[src/rtl/plle_pkg.sv]
// Shared constants, codes and types of the pooled linked list engine.
package plle_pkg;

  localparam int POOL_DEPTH = 16;
  localparam int IDX_W      = $clog2(POOL_DEPTH);
  localparam int LINK_W     = $clog2(POOL_DEPTH + 1);
  localparam int OP_W       = 2;
  localparam int NODE_W     = 4;
  localparam int USED_W     = 5;
  localparam int IDXX_W     = (LINK_W > NODE_W) ? LINK_W : NODE_W;

  localparam logic [LINK_W-1:0] NIL_LINK = LINK_W'(POOL_DEPTH);

  typedef enum logic [OP_W-1:0] {
    OP_ADD          = 2'd0,
    OP_REMOVE_FIRST = 2'd1,
    OP_REMOVE_NODE  = 2'd2,
    OP_CLEAN        = 2'd3
  } op_e;

  typedef enum logic [3:0] {
    ST_IDLE,
    ST_ADD_CHECK,
    ST_ADD_POP,
    ST_ADD_LINK,
    ST_ADD_COMMIT,
    ST_RF_CHECK,
    ST_RF_WALK,
    ST_RN_CHECK,
    ST_CL_LOOP,
    ST_FREE_READ,
    ST_FREE_UNLINK,
    ST_FREE_PUSH,
    ST_DONE
  } state_e;

  // read addresses into the link store
  typedef struct packed {
    logic [IDX_W-1:0] nxt_addr;
    logic [IDX_W-1:0] prv_addr;
    logic [IDX_W-1:0] flg_addr;
  } rd_req_t;

  typedef struct packed {
    logic [LINK_W-1:0] nxt;
    logic [LINK_W-1:0] prv;
    logic              flg;
  } rd_rsp_t;

  // one write per array per cycle
  typedef struct packed {
    logic              nxt_we;
    logic [IDX_W-1:0]  nxt_addr;
    logic [LINK_W-1:0] nxt_data;
    logic              prv_we;
    logic [IDX_W-1:0]  prv_addr;
    logic [LINK_W-1:0] prv_data;
    logic              flg_we;
    logic [IDX_W-1:0]  flg_addr;
    logic              flg_data;
  } wr_req_t;

  typedef struct packed {
    logic              valid;
    logic              status;
    logic [LINK_W-1:0] node;
    logic [LINK_W-1:0] count;
  } result_t;

endpackage

[src/rtl/plle_links.sv]
// Link store: next links, prev links and in-use flags of the node pool.
module plle_links (
  input  logic             clk_i,
  input  logic             rst_ni,
  input  plle_pkg::rd_req_t rd_i,
  output plle_pkg::rd_rsp_t rd_o,
  input  plle_pkg::wr_req_t wr_i
);
  import plle_pkg::*;

  logic [LINK_W-1:0]     nxt_q [POOL_DEPTH];
  logic [LINK_W-1:0]     prv_q [POOL_DEPTH];
  logic [POOL_DEPTH-1:0] flg_q;

  always_ff @(posedge clk_i or negedge rst_ni) begin
    if (!rst_ni) begin
      for (int i = 0; i < POOL_DEPTH; i++) begin
        nxt_q[i] <= (i + 1 < POOL_DEPTH) ? LINK_W'(i + 1) : NIL_LINK;
        prv_q[i] <= (i == 0) ? NIL_LINK : LINK_W'(i - 1);
      end
      flg_q <= '0;
    end else begin
      if (wr_i.nxt_we) nxt_q[wr_i.nxt_addr] <= wr_i.nxt_data;
      if (wr_i.prv_we) prv_q[wr_i.prv_addr] <= wr_i.prv_data;
      if (wr_i.flg_we) flg_q[wr_i.flg_addr] <= wr_i.flg_data;
    end
  end

  assign rd_o.nxt = nxt_q[rd_i.nxt_addr];
  assign rd_o.prv = prv_q[rd_i.prv_addr];
  assign rd_o.flg = flg_q[rd_i.flg_addr];

endmodule

[src/rtl/plle_seq.sv]
// Operation sequencer: list heads, counters and the step-by-step link walk.
module plle_seq (
  input  logic                       clk_i,
  input  logic                       rst_ni,
  input  logic                       in_valid_i,
  input  logic [plle_pkg::OP_W-1:0]   operation_i,
  input  logic [plle_pkg::NODE_W-1:0] node_index_i,
  output logic                       busy_o,
  input  logic                       out_free_i,
  output plle_pkg::result_t           result_o,
  output plle_pkg::rd_req_t           rd_o,
  input  plle_pkg::rd_rsp_t           rd_i,
  output plle_pkg::wr_req_t           wr_o
);
  import plle_pkg::*;

  state_e             state_q, state_d;
  op_e                op_q, op_d;
  logic [NODE_W-1:0]  idx_q, idx_d;
  logic [LINK_W-1:0]  tail_q, tail_d;
  logic [LINK_W-1:0]  ftop_q, ftop_d;
  logic [LINK_W-1:0]  count_q, count_d;
  logic [LINK_W-1:0]  cur_q, cur_d;
  logic [LINK_W-1:0]  p_q, p_d;
  logic [LINK_W-1:0]  q_q, q_d;
  logic [LINK_W-1:0]  steps_q, steps_d;
  logic               res_status_q, res_status_d;
  logic [LINK_W-1:0]  res_node_q, res_node_d;

  logic [IDXX_W-1:0]  idx_ext;
  logic               add_ok, rf_ok, rn_ok, walk_more, clean_more;

  assign idx_ext    = IDXX_W'(idx_q);
  assign add_ok     = (count_q < NIL_LINK) && (ftop_q < NIL_LINK);
  assign rf_ok      = (count_q != '0) && (tail_q < NIL_LINK);
  assign rn_ok      = (idx_ext < IDXX_W'(POOL_DEPTH)) && rd_i.flg && (count_q != '0);
  assign walk_more  = (rd_i.prv < NIL_LINK) && (steps_q < NIL_LINK);
  assign clean_more = (tail_q < NIL_LINK) && (steps_q < NIL_LINK);

  always_ff @(posedge clk_i or negedge rst_ni) begin
    if (!rst_ni) begin
      state_q <= ST_IDLE;
      tail_q  <= NIL_LINK;
      ftop_q  <= LINK_W'(POOL_DEPTH - 1);
      count_q <= '0;
    end else begin
      state_q <= state_d;
      tail_q  <= tail_d;
      ftop_q  <= ftop_d;
      count_q <= count_d;
    end
  end

  always_ff @(posedge clk_i) begin
    op_q         <= op_d;
    idx_q        <= idx_d;
    cur_q        <= cur_d;
    p_q          <= p_d;
    q_q          <= q_d;
    steps_q      <= steps_d;
    res_status_q <= res_status_d;
    res_node_q   <= res_node_d;
  end

  // next state
  always_comb begin
    state_d = state_q;
    case (state_q)
      ST_IDLE: begin
        if (in_valid_i) begin
          case (op_e'(operation_i))
            OP_ADD:          state_d = ST_ADD_CHECK;
            OP_REMOVE_FIRST: state_d = ST_RF_CHECK;
            OP_REMOVE_NODE:  state_d = ST_RN_CHECK;
            default:         state_d = ST_CL_LOOP;
          endcase
        end
      end
      ST_ADD_CHECK:   state_d = add_ok ? ST_ADD_POP : ST_DONE;
      ST_ADD_POP:     state_d = ST_ADD_LINK;
      ST_ADD_LINK:    state_d = ST_ADD_COMMIT;
      ST_ADD_COMMIT:  state_d = ST_DONE;
      ST_RF_CHECK:    state_d = rf_ok ? ST_RF_WALK : ST_DONE;
      ST_RF_WALK:     state_d = walk_more ? ST_RF_WALK : ST_FREE_READ;
      ST_RN_CHECK:    state_d = rn_ok ? ST_FREE_READ : ST_DONE;
      ST_CL_LOOP:     state_d = clean_more ? ST_FREE_READ : ST_DONE;
      ST_FREE_READ:   state_d = ST_FREE_UNLINK;
      ST_FREE_UNLINK: state_d = ST_FREE_PUSH;
      ST_FREE_PUSH:   state_d = (op_q == OP_CLEAN) ? ST_CL_LOOP : ST_DONE;
      ST_DONE:        state_d = out_free_i ? ST_IDLE : ST_DONE;
      default:        state_d = ST_IDLE;
    endcase
  end

  // datapath and link store control
  always_comb begin
    op_d         = op_q;
    idx_d        = idx_q;
    tail_d       = tail_q;
    ftop_d       = ftop_q;
    count_d      = count_q;
    cur_d        = cur_q;
    p_d          = p_q;
    q_d          = q_q;
    steps_d      = steps_q;
    res_status_d = res_status_q;
    res_node_d   = res_node_q;
    wr_o         = '0;
    rd_o.nxt_addr = cur_q[IDX_W-1:0];
    rd_o.prv_addr = cur_q[IDX_W-1:0];
    rd_o.flg_addr = idx_ext[IDX_W-1:0];
    result_o.valid  = 1'b0;
    result_o.status = res_status_q;
    result_o.node   = res_node_q;
    result_o.count  = count_q;

    case (state_q)
      ST_IDLE: begin
        if (in_valid_i) begin
          op_d         = op_e'(operation_i);
          idx_d        = node_index_i;
          steps_d      = '0;
          res_status_d = 1'b1;
          res_node_d   = '0;
        end
      end
      ST_ADD_CHECK: begin
        rd_o.prv_addr = ftop_q[IDX_W-1:0];
        if (add_ok) begin
          cur_d  = ftop_q;
          ftop_d = rd_i.prv;
        end
      end
      ST_ADD_POP: begin
        if (ftop_q < NIL_LINK) begin
          wr_o.nxt_we   = 1'b1;
          wr_o.nxt_addr = ftop_q[IDX_W-1:0];
          wr_o.nxt_data = NIL_LINK;
        end
      end
      ST_ADD_LINK: begin
        if (tail_q < NIL_LINK) begin
          wr_o.nxt_we   = 1'b1;
          wr_o.nxt_addr = tail_q[IDX_W-1:0];
          wr_o.nxt_data = cur_q;
        end
      end
      ST_ADD_COMMIT: begin
        wr_o.prv_we   = 1'b1;
        wr_o.prv_addr = cur_q[IDX_W-1:0];
        wr_o.prv_data = tail_q;
        wr_o.nxt_we   = 1'b1;
        wr_o.nxt_addr = cur_q[IDX_W-1:0];
        wr_o.nxt_data = NIL_LINK;
        wr_o.flg_we   = 1'b1;
        wr_o.flg_addr = cur_q[IDX_W-1:0];
        wr_o.flg_data = 1'b1;
        tail_d        = cur_q;
        count_d       = count_q + LINK_W'(1);
        res_status_d  = 1'b0;
        res_node_d    = cur_q;
      end
      ST_RF_CHECK: begin
        if (rf_ok) begin
          cur_d   = tail_q;
          steps_d = '0;
        end
      end
      ST_RF_WALK: begin
        if (walk_more) begin
          cur_d   = rd_i.prv;
          steps_d = steps_q + LINK_W'(1);
        end
      end
      ST_RN_CHECK: begin
        if (rn_ok) cur_d = LINK_W'(idx_ext);
      end
      ST_CL_LOOP: begin
        if (clean_more) begin
          cur_d   = tail_q;
          steps_d = steps_q + LINK_W'(1);
        end else begin
          res_status_d = 1'b0;
          res_node_d   = '0;
        end
      end
      ST_FREE_READ: begin
        p_d = rd_i.prv;
        q_d = rd_i.nxt;
        if (cur_q == tail_q) tail_d = rd_i.prv;
      end
      ST_FREE_UNLINK: begin
        if (q_q < NIL_LINK) begin
          wr_o.prv_we   = 1'b1;
          wr_o.prv_addr = q_q[IDX_W-1:0];
          wr_o.prv_data = p_q;
        end
        if (p_q < NIL_LINK) begin
          wr_o.nxt_we   = 1'b1;
          wr_o.nxt_addr = p_q[IDX_W-1:0];
          wr_o.nxt_data = q_q;
        end
      end
      ST_FREE_PUSH: begin
        wr_o.prv_we   = 1'b1;
        wr_o.prv_addr = cur_q[IDX_W-1:0];
        wr_o.prv_data = ftop_q;
        wr_o.nxt_we   = 1'b1;
        wr_o.nxt_addr = cur_q[IDX_W-1:0];
        wr_o.nxt_data = NIL_LINK;
        wr_o.flg_we   = 1'b1;
        wr_o.flg_addr = cur_q[IDX_W-1:0];
        wr_o.flg_data = 1'b0;
        ftop_d        = cur_q;
        if (count_q != '0) count_d = count_q - LINK_W'(1);
        if (op_q != OP_CLEAN) begin
          res_status_d = 1'b0;
          res_node_d   = cur_q;
        end
      end
      ST_DONE: begin
        result_o.valid = out_free_i;
      end
      default: begin
      end
    endcase
  end

  assign busy_o = (state_q != ST_IDLE);

endmodule

[src/rtl/pooled_linked_list_engine_core.sv]
// Top level of the pooled linked list engine: sequencer, link store, result register.
//
// A pool of POOL_DEPTH node slots is kept as a doubly linked in-use list plus
// a free stack threaded through the prev links; after reset all nodes are
// free, highest index on top. Each input word (operation, node_index) gives
// exactly one result word (status, result_node, used_count). Add last pops the
// top free node and appends it; remove first walks back from the tail to the
// head and frees the head; remove node frees a given in-use node; clean frees
// from the tail until the list is empty and always succeeds. Full, empty,
// out-of-pool and not-in-use requests return status 1, result_node 0 and leave
// the lists alone. One word is worked on at a time: in_stall_o is high from
// acceptance until the result sits in the output register, and a new word may
// be taken while that result still waits. Every link access goes through the
// single read/write port of each link array under the sequencer, so the time
// from one accepted word to the next is set by the link walk, the writes and
// a stalled output register: add last steps through check, pop, link and
// commit; remove first walks one node per step from the tail back to the
// head, then reads, unlinks and pushes it; remove node checks, then reads,
// unlinks and pushes; clean repeats read, unlink and push per freed node.
module pooled_linked_list_engine_core (
  input  logic                       clk_i,
  input  logic                       rst_ni,
  input  logic                       in_valid_i,
  output logic                       in_stall_o,
  input  logic [plle_pkg::OP_W-1:0]   operation_i,
  input  logic [plle_pkg::NODE_W-1:0] node_index_i,
  output logic                       out_valid_o,
  input  logic                       out_stall_i,
  output logic                       status_o,
  output logic [plle_pkg::NODE_W-1:0] result_node_o,
  output logic [plle_pkg::USED_W-1:0] used_count_o
);
  import plle_pkg::*;

  rd_req_t rd_req;
  rd_rsp_t rd_rsp;
  wr_req_t wr_req;
  result_t result;
  logic    busy;
  logic    out_free;

  // output word register
  logic              out_valid_q;
  logic              status_q;
  logic [NODE_W-1:0] node_q;
  logic [USED_W-1:0] used_q;

  // the output register can take a word when empty or being drained
  assign out_free = !out_valid_q || !out_stall_i;

  plle_seq u_seq (
    .clk_i        (clk_i),
    .rst_ni       (rst_ni),
    .in_valid_i   (in_valid_i),
    .operation_i  (operation_i),
    .node_index_i (node_index_i),
    .busy_o       (busy),
    .out_free_i   (out_free),
    .result_o     (result),
    .rd_o         (rd_req),
    .rd_i         (rd_rsp),
    .wr_o         (wr_req)
  );

  plle_links u_links (
    .clk_i  (clk_i),
    .rst_ni (rst_ni),
    .rd_i   (rd_req),
    .rd_o   (rd_rsp),
    .wr_i   (wr_req)
  );

  always_ff @(posedge clk_i or negedge rst_ni) begin
    if (!rst_ni) begin
      out_valid_q <= 1'b0;
    end else if (result.valid) begin
      out_valid_q <= 1'b1;
    end else if (!out_stall_i) begin
      out_valid_q <= 1'b0;
    end
  end

  always_ff @(posedge clk_i) begin
    if (result.valid) begin
      status_q <= result.status;
      node_q   <= NODE_W'(result.node);
      used_q   <= USED_W'(result.count);
    end
  end

  assign in_stall_o    = busy;
  assign out_valid_o   = out_valid_q;
  assign status_o      = status_q;
  assign result_node_o = node_q;
  assign used_count_o  = used_q;

endmodule

[config.mk]
export PLATFORM = sky130hd
export DESIGN_NAME = pooled_linked_list_engine_core
export DESIGN_NICKNAME = d
export VERILOG_FILES = /design/src/rtl/plle_pkg.sv /design/src/rtl/plle_links.sv /design/src/rtl/plle_seq.sv /design/src/rtl/pooled_linked_list_engine_core.sv
export SDC_FILE = /design/constraint.sdc
export NUM_CORES = 1
export LEC_CHECK = 0
export BUFFER_PORTS_ARGS = -buffer_cell sky130_fd_sc_hd__clkbuf_2
export CAP_MARGIN = 10
export CORE_ASPECT_RATIO = 1.4
export CORE_MARGIN = 5
export CORE_UTILIZATION = 45
export CTS_CLUSTER_DIAMETER = 200
export DETAILED_ROUTE_END_ITERATION = 8
export SLEW_MARGIN = 20
export SYNTH_ARGS = -nofsm -noshare
export SYNTH_HDL_FRONTEND = slang
export SYNTH_SLANG_ARGS = --single-unit
[constraint.sdc]
create_clock -name clk_i -period 2.9 [get_ports clk_i]
set_clock_uncertainty 0.1 [all_clocks]
set_input_delay 0.145 -clock clk_i [delete_from_list [all_inputs] [get_ports clk_i]]
set_output_delay 0.145 -clock clk_i [all_outputs]
set_load 0.05 [all_outputs]
# After elaboration in Yosys (flattened, before gate mapping)
# Index checks and enable logic that the tools add are counted.
[op_classes] order_cmp=17 n_bitwise=4 muxes=62 n_eq_ne=28 addsub=3 n_reduce_logical=30
[ops] op="bitwise mux 80 bit" n=2
[ops] op="2-to-1 mux 5 bit" n=18
[ops] op="one-hot mux 4 bit (13 select lines)" n=1
[ops] op="binary-select mux 5 bit (select 4 bit)" n=2
[ops] op="demux 5 bit (select 4 bit)" n=2
[ops] op="2-to-1 mux 10 bit" n=4
[ops] op="one-hot mux 10 bit (4 select lines)" n=1
[ops] op="less-than comparator 5 bit (second input constant)" n=7
[ops] op="2-to-1 mux 4 bit" n=8
[ops] op="one-hot mux 10 bit (3 select lines)" n=1
[ops] op="one-hot mux 5 bit (2 select lines)" n=3
[ops] op="one-hot mux 5 bit (5 select lines)" n=1
[ops] op="equality test 4 bit (second input constant)" n=5
[ops] op="greater-or-equal comparator 5 bit (second input constant)" n=4
[ops] op="inverter 4 -> 5 bit" n=4
[ops] op="one-hot mux 5 bit (4 select lines)" n=1
[ops] op="inequality test 2 x 1 -> 1 bit (second input constant)" n=9
[ops] op="bitwise mux 16 bit" n=1
[ops] op="equality test 4 x 3 -> 1 bit (second input constant)" n=4
[ops] op="one-hot mux 4 bit (4 select lines)" n=1
[ops] op="less-than comparator 4 x 5 -> 1 bit (second input constant)" n=3
[ops] op="one-hot mux 4 bit (3 select lines)" n=1
[ops] op="one-hot mux 6 bit (2 select lines)" n=1
[ops] op="nonzero test 4 bit" n=3
[ops] op="27 further kinds" n=57
[totals] register_bits=237 in_bits=10 output_inout_bits=12 word_cells=193

# Depth between registers and ports, before layout
# Gate-level depths: netlist of the first run.
[logic_depth] depth_word=10 mapped_depth=11 depth_no_buf=9

# Modules after synthesis
# From an unflattened synthesis of the first run, not the netlist that was laid out.
[hier_totals] cells_unflattened=872 area_unflattened_um2=11828.8
[modules_own_cells] mod="plle_links" seq_area_each_um2=4481.8 cells_per_inst=544 n_inst=1 area_each_um2=8334.2
[modules_own_cells] mod="plle_seq" seq_area_each_um2=1442.6 cells_per_inst=315 n_inst=1 area_each_um2=3158.0
[modules_own_cells] mod="pooled_linked_list_engine_core" seq_area_each_um2=325.3 cells_per_inst=13 n_inst=1 area_each_um2=336.6

# Worst setup path before layout of the first run
# Ideal clock, no wire load.
[synth_timing] path_type="reg-to-reg" startpoint="register u_seq.state_q[3]" endpoint="register u_seq.steps_q[0], enable pin" path_slack_ps=-274 n_path_buf=1 required_ps=2449 stages_incl_launch_ff=10 arrival_time_ps=2723 synth_period_minus_slack_ps=3174 setup_ps=351 cell_sequence="dfrtp_1 > buf_6 > nor4b_4 > mux2_2 > nor2_2 > a22oi_1 > a22oi_2 > inv_2 > a221o_1 > a21oi_1"
[synth_rtl] item="start, declared" line="plle_seq.sv:17" source="state_e state_q, state_d;"
[synth_rtl] item="start signal, assigned" line="plle_seq.sv:47" source="state_q <= state_d;"
[synth_rtl] item="end signal, assigned" line="plle_seq.sv:60" source="steps_q <= steps_d;"
[synth_rtl] item="end, declared" line="plle_seq.sv:26" source="logic [LINK_W-1:0] steps_q, steps_d;"

==> metrics.csv, run 1 <==
metric,value,unit
syn_avg_cell_area,12.4,sq um
status,finished with violations,
slew_headroom,51.1,%
drtIter0Drc,663,
p_leak,6.25,nW
fin_setup_tns,-0.648,ns
die_h,202,um
final_common_cell,mux2_2,
grt_max_degree,89,
placed_area,0.0131,sq mm
drc,0,
ys_warn_count,0,
ctsRootBufferMaster,clkbuf_16,
wl_per_cell,21.4,um
post-route-cell-area,0.0142,sq mm
dieArea,0.0298,sq mm
start_util,45.5,%
worst_setup_path_end_kind,register,
synth_area_leaders,"dfrtp_1 (27%), mux2_2 (16%), dfstp_2 (15%), edfxtp_1 (10%), mux4_2 (5.1%)",
ys_seq_area_share,52.3,%
hold_ws,0.107,ns
ctsHtreeMaxLevel,1,
setup_viol,12,
required,3.00,ns
grt_pass1_vias,8651,
start_kind,register,
yosys_register_bits,237,
fin_crit,3.00,ns
syn-cell-area,0.0119,sq mm
synth_top_area_share,27.2,%
layout_common_cells,"mux2_2 (167), dfrtp_1 (129), buf_4 (114), dfstp_2 (67), nand2_1 (66)",
timing.rr.start,u_seq.state_q[1],
clk_pin_slew,0.06,ns
cts_tree,done,
synth-edff-count,41,
synth_ff_type,dfrtp_1,
cap_violations,0,
core,0.0261,sq mm
dieWidth,147,um
vias,8209,
min_path_type,input port to async pin,
crit_path_end,u_seq.cur_q[1],
fin_util,54.2,%
grt_use_total,20.4,%
drive_gt1_share,44.4,%
firstDrtPassIters,5,
port-buffer-count,21,
grt_pass1_wl,48.6,mm
reg2reg_depth,9,
dp_hpwl,21.5,mm
synthCells,958,
worst_pin_slew,0.734,ns
area_delta_synth_final,19.1,%
cts_sinks,237,
critPathArrivalTime,3.10,ns
nNetsFinal,1096,
worst-path-max-fanout,8,
post-route-period-util,103,%
drt_wl_total,30.3,mm
critical_path.cell_chain,"nor4b_4, mux2i_4, buf_12, mux2i_1, a22oi_1, a22oi_2, inv_2, a221o_1, nor3_4",
finalWorstSetupSlack,-0.0959,ns
final_cells,1421,
clock_latency,0.53,ns
rows,70,
antenna_cells,0,
critPathSlowestCell,dfrtp_1,
rsz0062_at_grt,yes,
r2r_slack,-0.1,ns
clockBufferDepth,3,
vdd_drop_max,0.551,mV
p_per_area,970,mW/mm^2
synth_top_area_cell,dfrtp_1,
gp_congestion,0.943,
rr_endpoint,u_seq.cur_q[1],
io_pins,22,
post-place-cells,1360,
grt-ovfl-total,0,
slew_viol_final,0,
ys_types,69,
synthArstFlopShare,82.7,%
ant_nets,0,
violations,negative setup slack,
via_per_inst,5.78,
cts-buffers-inserted,25,
critical_path.max_stage_delay,0.41,ns
crit_type,register to register,
startpoint,u_seq.state_q[1],
hold_viol,0,
max_freq,334,MHz
antenna_found_initial,0,
synthesis.nets,976,
==> worst min path at each step <==
stage                     slack, ns  depth (start not counted)           endpoint
after floorplan               -0.25                          0        out_valid_o
after global placement         0.15                          1  u_links.nxt_q[70]
after detailed placement       0.16                          1   u_links.nxt_q[2]
after CTS                      0.14                          2  u_links.nxt_q[76]
after global routing           0.21                          2  u_links.nxt_q[60]
final                          0.11                          2  u_links.nxt_q[60]
==> critical path: cells and delay by family, from the launching register on <==
family	cells	cell delay (ns)
and+or+nand+nor	2	0.64
AOI/OAI and AO/OA	3	0.78
muxes	2	0.52
DFF	1	0.41
buffers and inverters	2	0.22
==> final cells by class <==
cell class | instances | area, sq um
fill | 2292 | 11900
clock buffer | 36 | 697
clock inverter | 10 | 111
multi-input combinational | 650 | 5550
tap | 324 | 405
sequential | 237 | 6220
inverter | 18 | 67.6
timing repair buffer | 146 | 1100
==> sequential cells by signal (all words and copies together), names as in the netlist, 5 cells and up <==
register	cells
u_links.nxt_q	80
u_seq.q_q	5
u_seq.count_q	5
used_count_o	5
u_seq.tail_q	5
u_links.flg_q	16
u_seq.steps_q	5
u_seq.ftop_q	5
u_seq.p_q	5
u_seq.cur_q	5
u_links.prv_q	80
==> timing repair <==
action / CTS / global route
endpoints found under the hold margin: 65 / 0
hold buffers: 9 / 0
endpoints found under the setup margin: 90 / 156
setup buffers: 3 / 3
gates resized for setup: 10 / 28
pin swaps: 2 / 7
==> cells in the mapped netlist, drive strengths merged (3+ instances only) <==
master and number:
a22o 5, nand3 13, a21oi 32, o221ai 10
nor4 7, inv 17, nand3b 5, a22oi 19
ha 7, o211ai 6, o22ai 7, mux2 168
or3 3, or2 5, a21o 3, clkbuf 33
a31oi 6, mux2i 45, nand4 4, xnor2 8
mux4 27, nor2 59, buf 20, and3 6
and2 6, nor2b 12, nand2 77, o21ai 39
nand2b 5, a211oi 9, edfxtp 41, a221o 3
dfrtp 129, nor3 21, xor2 4, dfstp 67
o31a 5
==> metrics by stage <==
step	power (W)	setup WS, ns
5_1_grt	0.0145	-0.254
2_1_floorplan	0.00831	-0.119
4_1_cts	0.0137	-0.110
6_report	0.0137	-0.0959
3_3_place_gp	0.0103	-0.104
3_5_place_dp	0.0104	-0.109
==> power breakdown <==
part           internal (W)  switching (W)  total, W
logic               0.00247        0.00329   0.00575
clock network       0.00185        0.00133   0.00318
registers           0.00424       0.000560   0.00480
==> metal layers <==
layer | vias to the layer above | track usage [%] | wire length, um
li1 | 3797 | - | -
met5 | - | 0 | 0
met3 | 54 | 2.02 | 1060
met1 | 4175 | 25.7 | 12400
met2 | 183 | 36.6 | 15900
met4 | 0 | 6.73 | 960
==> logic make-up (layout without fill, tap and decap cells) <==
group / after synthesis / after routing / share of synthesized area (%)
AOI/OAI and AO/OA: 160 / 160 / 9.07
xor gates and xnor gates: 12 / 12 / 0.884
adders and majority gates: 8 / 8 / 0.905
buffers and inverters: 71 / 210 / 2.46
DFF: 237 / 237 / 52.3
muxes: 240 / 240 / 24.8
and+or+nand+nor: 230 / 230 / 9.52
Note: power is estimated with default switching activity, not from simulation.
==> run 2, diff against run 1 <==
PLACE_DENSITY_LB_ADDON = 0.05   (was unset)
==> run 2 against run 1 <==
Net effect: the flow still finishes with violations (negative setup slack); register-to-register slack is essentially flat; fmax grew 0.14%; routed wire length up 4.4%; flip-flop and latch count stayed put; count of clock-buffer cells in the layout shrank 3; critical endpoint is now u_seq.cur_q[3]; largest power group unchanged.
==> metrics.csv, run 2 (synthesized netlist as in run 1, its figures left out) <==
metric,value,unit,change
status,finished with violations,,
violations,negative setup slack,,
min_path_type,input port to async pin,,
ctsHtreeMaxLevel,1,,unchanged
clk_pin_slew,0.06,ns,about the same
layout_common_cells,"mux2_2 (168), dfrtp_1 (129), buf_4 (112), dfstp_2 (67), nand2_1 (66)",,
cts_sinks,237,,unchanged
finalWorstSetupSlack,-0.0916,ns,+0.00432 ns
antenna_cells,0,,unchanged
vias,8421,,+2.6%
dp_hpwl,22.6,mm,+5.5%
final_common_cell,mux2_2,,
cap_violations,0,,unchanged
rsz0062_at_grt,yes,,
grt_pass1_vias,8878,,+2.6%
dieArea,0.0298,sq mm,unchanged
cts_tree,done,,
ctsRootBufferMaster,clkbuf_16,,
fin_setup_tns,-0.952,ns,-0.304 ns
grt-ovfl-total,0,,unchanged
finalPower,0.0144,W,+4.5%
crit_type,register to register,,
drive_gt1_share,45.6,%,+1.2 points
antenna_found_initial,0,,unchanged
slew_viol_final,0,,unchanged
max_freq,334,MHz,+0.14%
fin_crit,2.99,ns,-0.00432 ns
dieWidth,147,um,unchanged
firstDrtPassIters,5,,unchanged
post-route-period-util,103,%,-0.15 points
worst-path-max-fanout,10,,+2
grt_max_degree,87,,-2.2%
ant_nets,0,,unchanged
area_delta_synth_final,20.7,%,
required,3.01,ns,about the same
setup_viol,17,,+5
p_per_area,1000,mW/mm^2,+3.1%
gp_congestion,0.931,,-1.3%
grt_pass1_wl,50.3,mm,+3.4%
wl_per_cell,22.2,um,+4.1%
worst_setup_path_end_kind,register,,
core,0.0261,sq mm,unchanged
io_pins,22,,unchanged
cts-buffers-inserted,26,,+4.0%
clockBufferDepth,3,,unchanged
via_per_inst,5.91,,+2.3%
critPathSlowestCell,or4b_4,,
cp_common_cell,nor3_4,,
drc,0,,unchanged
drt_wl_total,31.7,mm,+4.4%
critical_path.cell_chain,"buf_4, or4b_4, nor3_4, or2_2, a22oi_1, a22oi_2, inv_2, a221o_1, nor3_4",,
post-route-cell-area,0.0143,sq mm,+1.4%
fin_util,55.0,%,+0.75 points
top_regs,"u_links.nxt_q x80, u_links.prv_q x80, u_links.flg_q x16",,
die_h,202,um,unchanged
hold_viol,0,,unchanged
r2r_slack,-0.09,ns,about the same
start_util,45.5,%,unchanged
p_leak,6.23,nW,-0.23%
grt_use_total,21.2,%,+0.83 points
rows,70,,unchanged
clock_latency,0.54,ns,about the same
slew_headroom,51.8,%,+0.72 points
critical_path.max_stage_delay,0.55,ns,+0.14 ns
start_kind,register,,
vdd_drop_max,0.585,mV,+6.1%
nNetsFinal,1099,,+0.27%
critPathArrivalTime,3.10,ns,about the same
placed_area,0.0130,sq mm,-0.40%
drtIter0Drc,560,,-16%
port-buffer-count,21,,unchanged
worst_pin_slew,0.723,ns,-0.0109 ns
[run 2: changes by cell type in the layout (fill, tap and decap cells not counted), sizes merged]
cell / delta
inv: -2
clkinv: +2
clkbuf: -3
bufinv: +4
buf: +2
clkinvlp: +1
[run 2: worst max-delay path, delay by kind of cell (launching register included)]
| kind | cells | cell delay (ns) |
|---|---|---|
| AOI/OAI and AO/OA | 3 | 0.73 |
| and+or+nand+nor | 4 | 1.16 |
| DFF | 1 | 0.40 |
| buffers and inverters | 2 | 0.25 |
[run 2: per-stage QoR]
step / hold slack, ns / std cells / setup slack [ns]
final: 0.101 / 1425 / -0.0916
after global routing: 0.180 / 1425 / -0.235
after CTS: 0.133 / 1412 / -0.110
after detailed placement: 0.140 / 1353 / -0.163
after global placement: 0.122 / 1353 / -0.143
after floorplan: -0.251 / 958 / -0.119
[run 2: path summary, 6_finish.rpt]
kind                                     endpoint                start  cells past startpoint
worst max-delay path               u_seq.cur_q[3]     u_seq.state_q[2]                      9
worst min-delay path            u_links.nxt_q[78]               rst_ni                      2
worst max register to register     u_seq.cur_q[3]     u_seq.state_q[2]                      9
worst min register to register   result_node_o[3]  u_seq.res_node_q[3]                      0
max in group asynchronous       u_links.nxt_q[43]               rst_ni                      3
min in group clk_i                 u_seq.idx_q[0]      node_index_i[0]                      2
[run 2: power breakdown]
group          switching, W  internal [W]
combinational       0.00340       0.00251
clock               0.00135       0.00228
sequential         0.000575       0.00425
total               0.00532       0.00904
[run 2: layout make-up]
cell class                 instances  area (sq um)
timing repair buffer             148          1120
multi-input combinational        650          5580
inverter                          18          71.3
clock inverter                    15           229
sequential                       237          6220
fill                            2239         11800
clock buffer                      33           718
tap                              324           405
[run 2: what timing repair did]
item | in CTS | in global routing
resized for setup | 13 | 35
pin swaps | 6 | 6
hold buffers | 9 | 0
setup endpoints to repair | 161 | 163
endpoints found under the hold margin | 80 | 0
setup buffers | 2 | 13
[run 2: metal layers]
| layer | GRT usage (%) | share of wire, % | routed length, um | up-vias |
|---|---|---|---|---|
| met5 | 0 | 0 | 0 | - |
| met4 | 8.53 | 3.8 | 1210 | 0 |
| met3 | 2.56 | 4.1 | 1300 | 75 |
| met2 | 37.1 | 51 | 16200 | 223 |
| met1 | 26.7 | 41 | 13000 | 4320 |
| li1 | - | - | - | 3803 |
==> run 3, diff against run 2 <==
ABC_AREA = 1   (was unset)
RECOVER_POWER = 25   (was unset)
==> run 3 against run 2 <==
Net effect: the flow finishes with violations (max-capacitance violations, max-slew violations); register-to-register slack better by 0.32 ns; combinational power rose by 0.7%; non-clock buffer count fell by 71; largest power group unchanged; utilization is 2.4 points lower; power is 0.70% higher; count of clock-buffer cells in the layout up 9; fmax up 12%; critical endpoint is now u_links.nxt_q[3]; routed wire length up 1.1%.
==> metrics.csv, run 3 <==
metric,value,unit,change
critPathArrivalTime,2.94,ns,-0.16 ns
multi_input_area,0.00459,sq mm,-18%
cts-buffers-inserted,26,,unchanged
synth_area_leaders,"dfrtp_1 (28%), dfstp_2 (16%), nand2_1 (11%), edfxtp_1 (11%), o21ai_0 (6.7%)",,
worst_pin_slew,1.72,ns,+0.996 ns
drt_wl_total,32.0,mm,+1.1%
dp_hpwl,22.6,mm,about the same
ys_warn_count,0,,unchanged
top_regs,"u_links.nxt_q x80, u_links.prv_q x80, u_links.flg_q x16",,
max_freq,375,MHz,+12%
drive_gt1_share,16.5,%,-29 points
setup_viol,0,,-17
vdd_drop_max,0.646,mV,+10%
clock_latency,0.54,ns,about the same
ctsRootBufferMaster,clkbuf_16,,
drtIter0Drc,711,,+27%
rows,68,,-2.9%
gp_congestion,0.944,,+1.4%
syn_avg_cell_area,8.61,sq um,-31%
clk_pin_slew,0.06,ns,about the same
post-place-cells,1655,,+22%
dieArea,0.0285,sq mm,-4.4%
start_util,45.8,%,+0.22 points
hold_viol,0,,unchanged
vias,9412,,+12%
finalWorstSetupSlack,0.233,ns,+0.325 ns
syn-cell-area,0.0113,sq mm,-4.7%
nNetsFinal,1395,,+27%
p_per_area,1110,mW/mm^2,+11%
port-buffer-count,21,,unchanged
fin_util,52.6,%,-2.4 points
violations,"max-capacitance violations, max-slew violations",,
start_kind,register,,
synth_top_area_cell,dfrtp_1,,
required,3.18,ns,+0.17 ns
die_h,198,um,-2.2%
synth_top_area_share,28.5,%,+1.3 points
synthCells,1316,,+37%
worst_setup_path_end_kind,register,,
synth_ff_type,dfrtp_1,,
firstDrtPassIters,5,,unchanged
wl_per_cell,18.7,um,-16%
post-route-period-util,92.0,%,-11 points
area_delta_synth_final,14.9,%,
yosysMostFrequentCell,nand2_1,,
core,0.0248,sq mm,-5.1%
status,finished with violations,,
grt_max_degree,68,,-22%
p_leak,5.39,nW,-13%
ant_nets,0,,unchanged
fin_setup_tns,0,ns,+0.952 ns
synthArstFlopShare,82.7,%,unchanged
cap_violations,1,,+1
slew_viol_final,62,,+62
postCtsSetupBuffers,0,,-2
crit_type,register to register,,
ctsHtreeMaxLevel,1,,unchanged
worst-path-max-fanout,10,,unchanged
final-seq-area,0.00622,sq mm,unchanged
clockBufferDepth,3,,unchanged
min_path_type,input port to register,,
layout_common_cells,"nand2_1 (338), o21ai_0 (150), dfrtp_1 (129), nand3_1 (113), nor2_1 (90)",,
slew_headroom,-14.6,%,-66 points
grt_pass1_wl,52.1,mm,+3.5%
cts_tree,done,,
synthesis.nets,1334,,+37%
dieWidth,144,um,-2.2%
fin_crit,2.67,ns,-0.325 ns
antenna_found_initial,0,,unchanged
final_common_cell,nand2_1,,
yosys_register_bits,237,,unchanged
grt_use_total,23.2,%,+2.0 points
ys_top_cells_by_count,"nand2_1 (339), o21ai_0 (152), dfrtp_1 (129)",,
rsz0062_at_grt,no,,
final_cells,1712,,+20%
ys_seq_area_share,54.9,%,+2.6 points
io_pins,22,,unchanged
synth-edff-count,41,,unchanged
cts_sinks,237,,unchanged
nFillCells,2372,,+5.9%
via_per_inst,5.50,,-7.0%
grt_pass1_vias,9373,,+5.6%
ys_types,40,,-42%
grt-ovfl-total,0,,unchanged
drc,0,,unchanged
place_ws,0.155,ns,+0.318 ns
antenna_cells,0,,unchanged
==> run 3: logic make-up after synthesis <==
kind of cell	Yosys count	synth area share, %
AND/OR/NAND/NOR	597	22.7
AO/OA/AOI/OAI	333	16.4
XOR/XNOR	5	0.387
adder cells (fa/ha/maj)	8	0.950
buffers and inverters	136	4.61
flip-flops	237	54.9
==> run 3: report_power, final <==
part	total (W)	internal [W]	switching [W]	leakage, nW
Clock	0.00351	0.00215	0.00135	0.446
Combinational	0.00595	0.00185	0.00410	2.12
Sequential	0.00501	0.00447	0.000532	2.83
Total	0.0145	0.00848	0.00598	5.39
==> run 3: area by class of cell <==
| class | count | share of cell area [%] |
|---|---|---|
| Timing Repair Buffer | 77 | 4.29 |
| Clock buffer | 42 | 6.17 |
| Inverter | 92 | 2.65 |
| Tap cell | 315 | 3.03 |
| Clock inverter | 6 | 0.807 |
| Sequential cell | 237 | 47.8 |
| Multi-Input combinational cell | 943 | 35.3 |
==> run 3: critical path: stages (launching register included) <==
cell      delay [ns]
dfrtp_1         0.39
buf_4           0.16
inv_2           0.06
nand2_2         0.09
nor2_1          0.33
nand2_1         0.23
o221ai_1        0.47
inv_2           0.13
nor2_4          0.19
nand2_2         0.17
nand2_1         0.09
o21ai_0         0.09
==> run 3: what timing repair did <==
| action | in CTS | in global routing |
|---|---|---|
| hold endpoints to repair | 80 | 0 |
| hold buffers | 9 | 0 |
| resized for setup | 0 | 3 |
| endpoints found under the setup margin | 0 | 16 |
==> run 3: path summary, 6_finish.rpt <==
path / start / to / slack [ns] / cells after the start
setup / recovery: u_seq.state_q[2] / u_links.nxt_q[3] / 0.23 / 11
hold reg to reg: u_seq.res_node_q[2] / result_node_o[2] / 0.32 / 0
max in group asynchronous: rst_ni / u_links.prv_q[65] / 0.88 / 3
setup reg to reg: u_seq.state_q[2] / u_links.nxt_q[3] / 0.23 / 11
hold / removal: node_index_i[0] / u_seq.idx_q[0] / 0.23 / 2
min in group asynchronous: rst_ni / u_seq.count_q[1] / 0.46 / 2
==> run 3: per-layer routing <==
layer	track usage, %	vias up	wire [um]	part of all wire [%]
li1	-	4600	-	-
met1	29.7	4510	13600	42
met2	39.4	207	15900	49
met3	2.83	95	1060	3.3
met4	9.84	0	1510	4.7
met5	0	-	0	0
==> run 3: through the flow <==
step           cell area (sq um)  hold WS (ns)  total power [W]
2_1_floorplan              11300        -0.251          0.00888
3_3_place_gp               12000        0.0526           0.0109
3_5_place_dp               12000        0.0594           0.0110
4_1_cts                    13000        0.0616           0.0145
5_1_grt                    13000         0.226           0.0155
6_report                   13000         0.226           0.0145
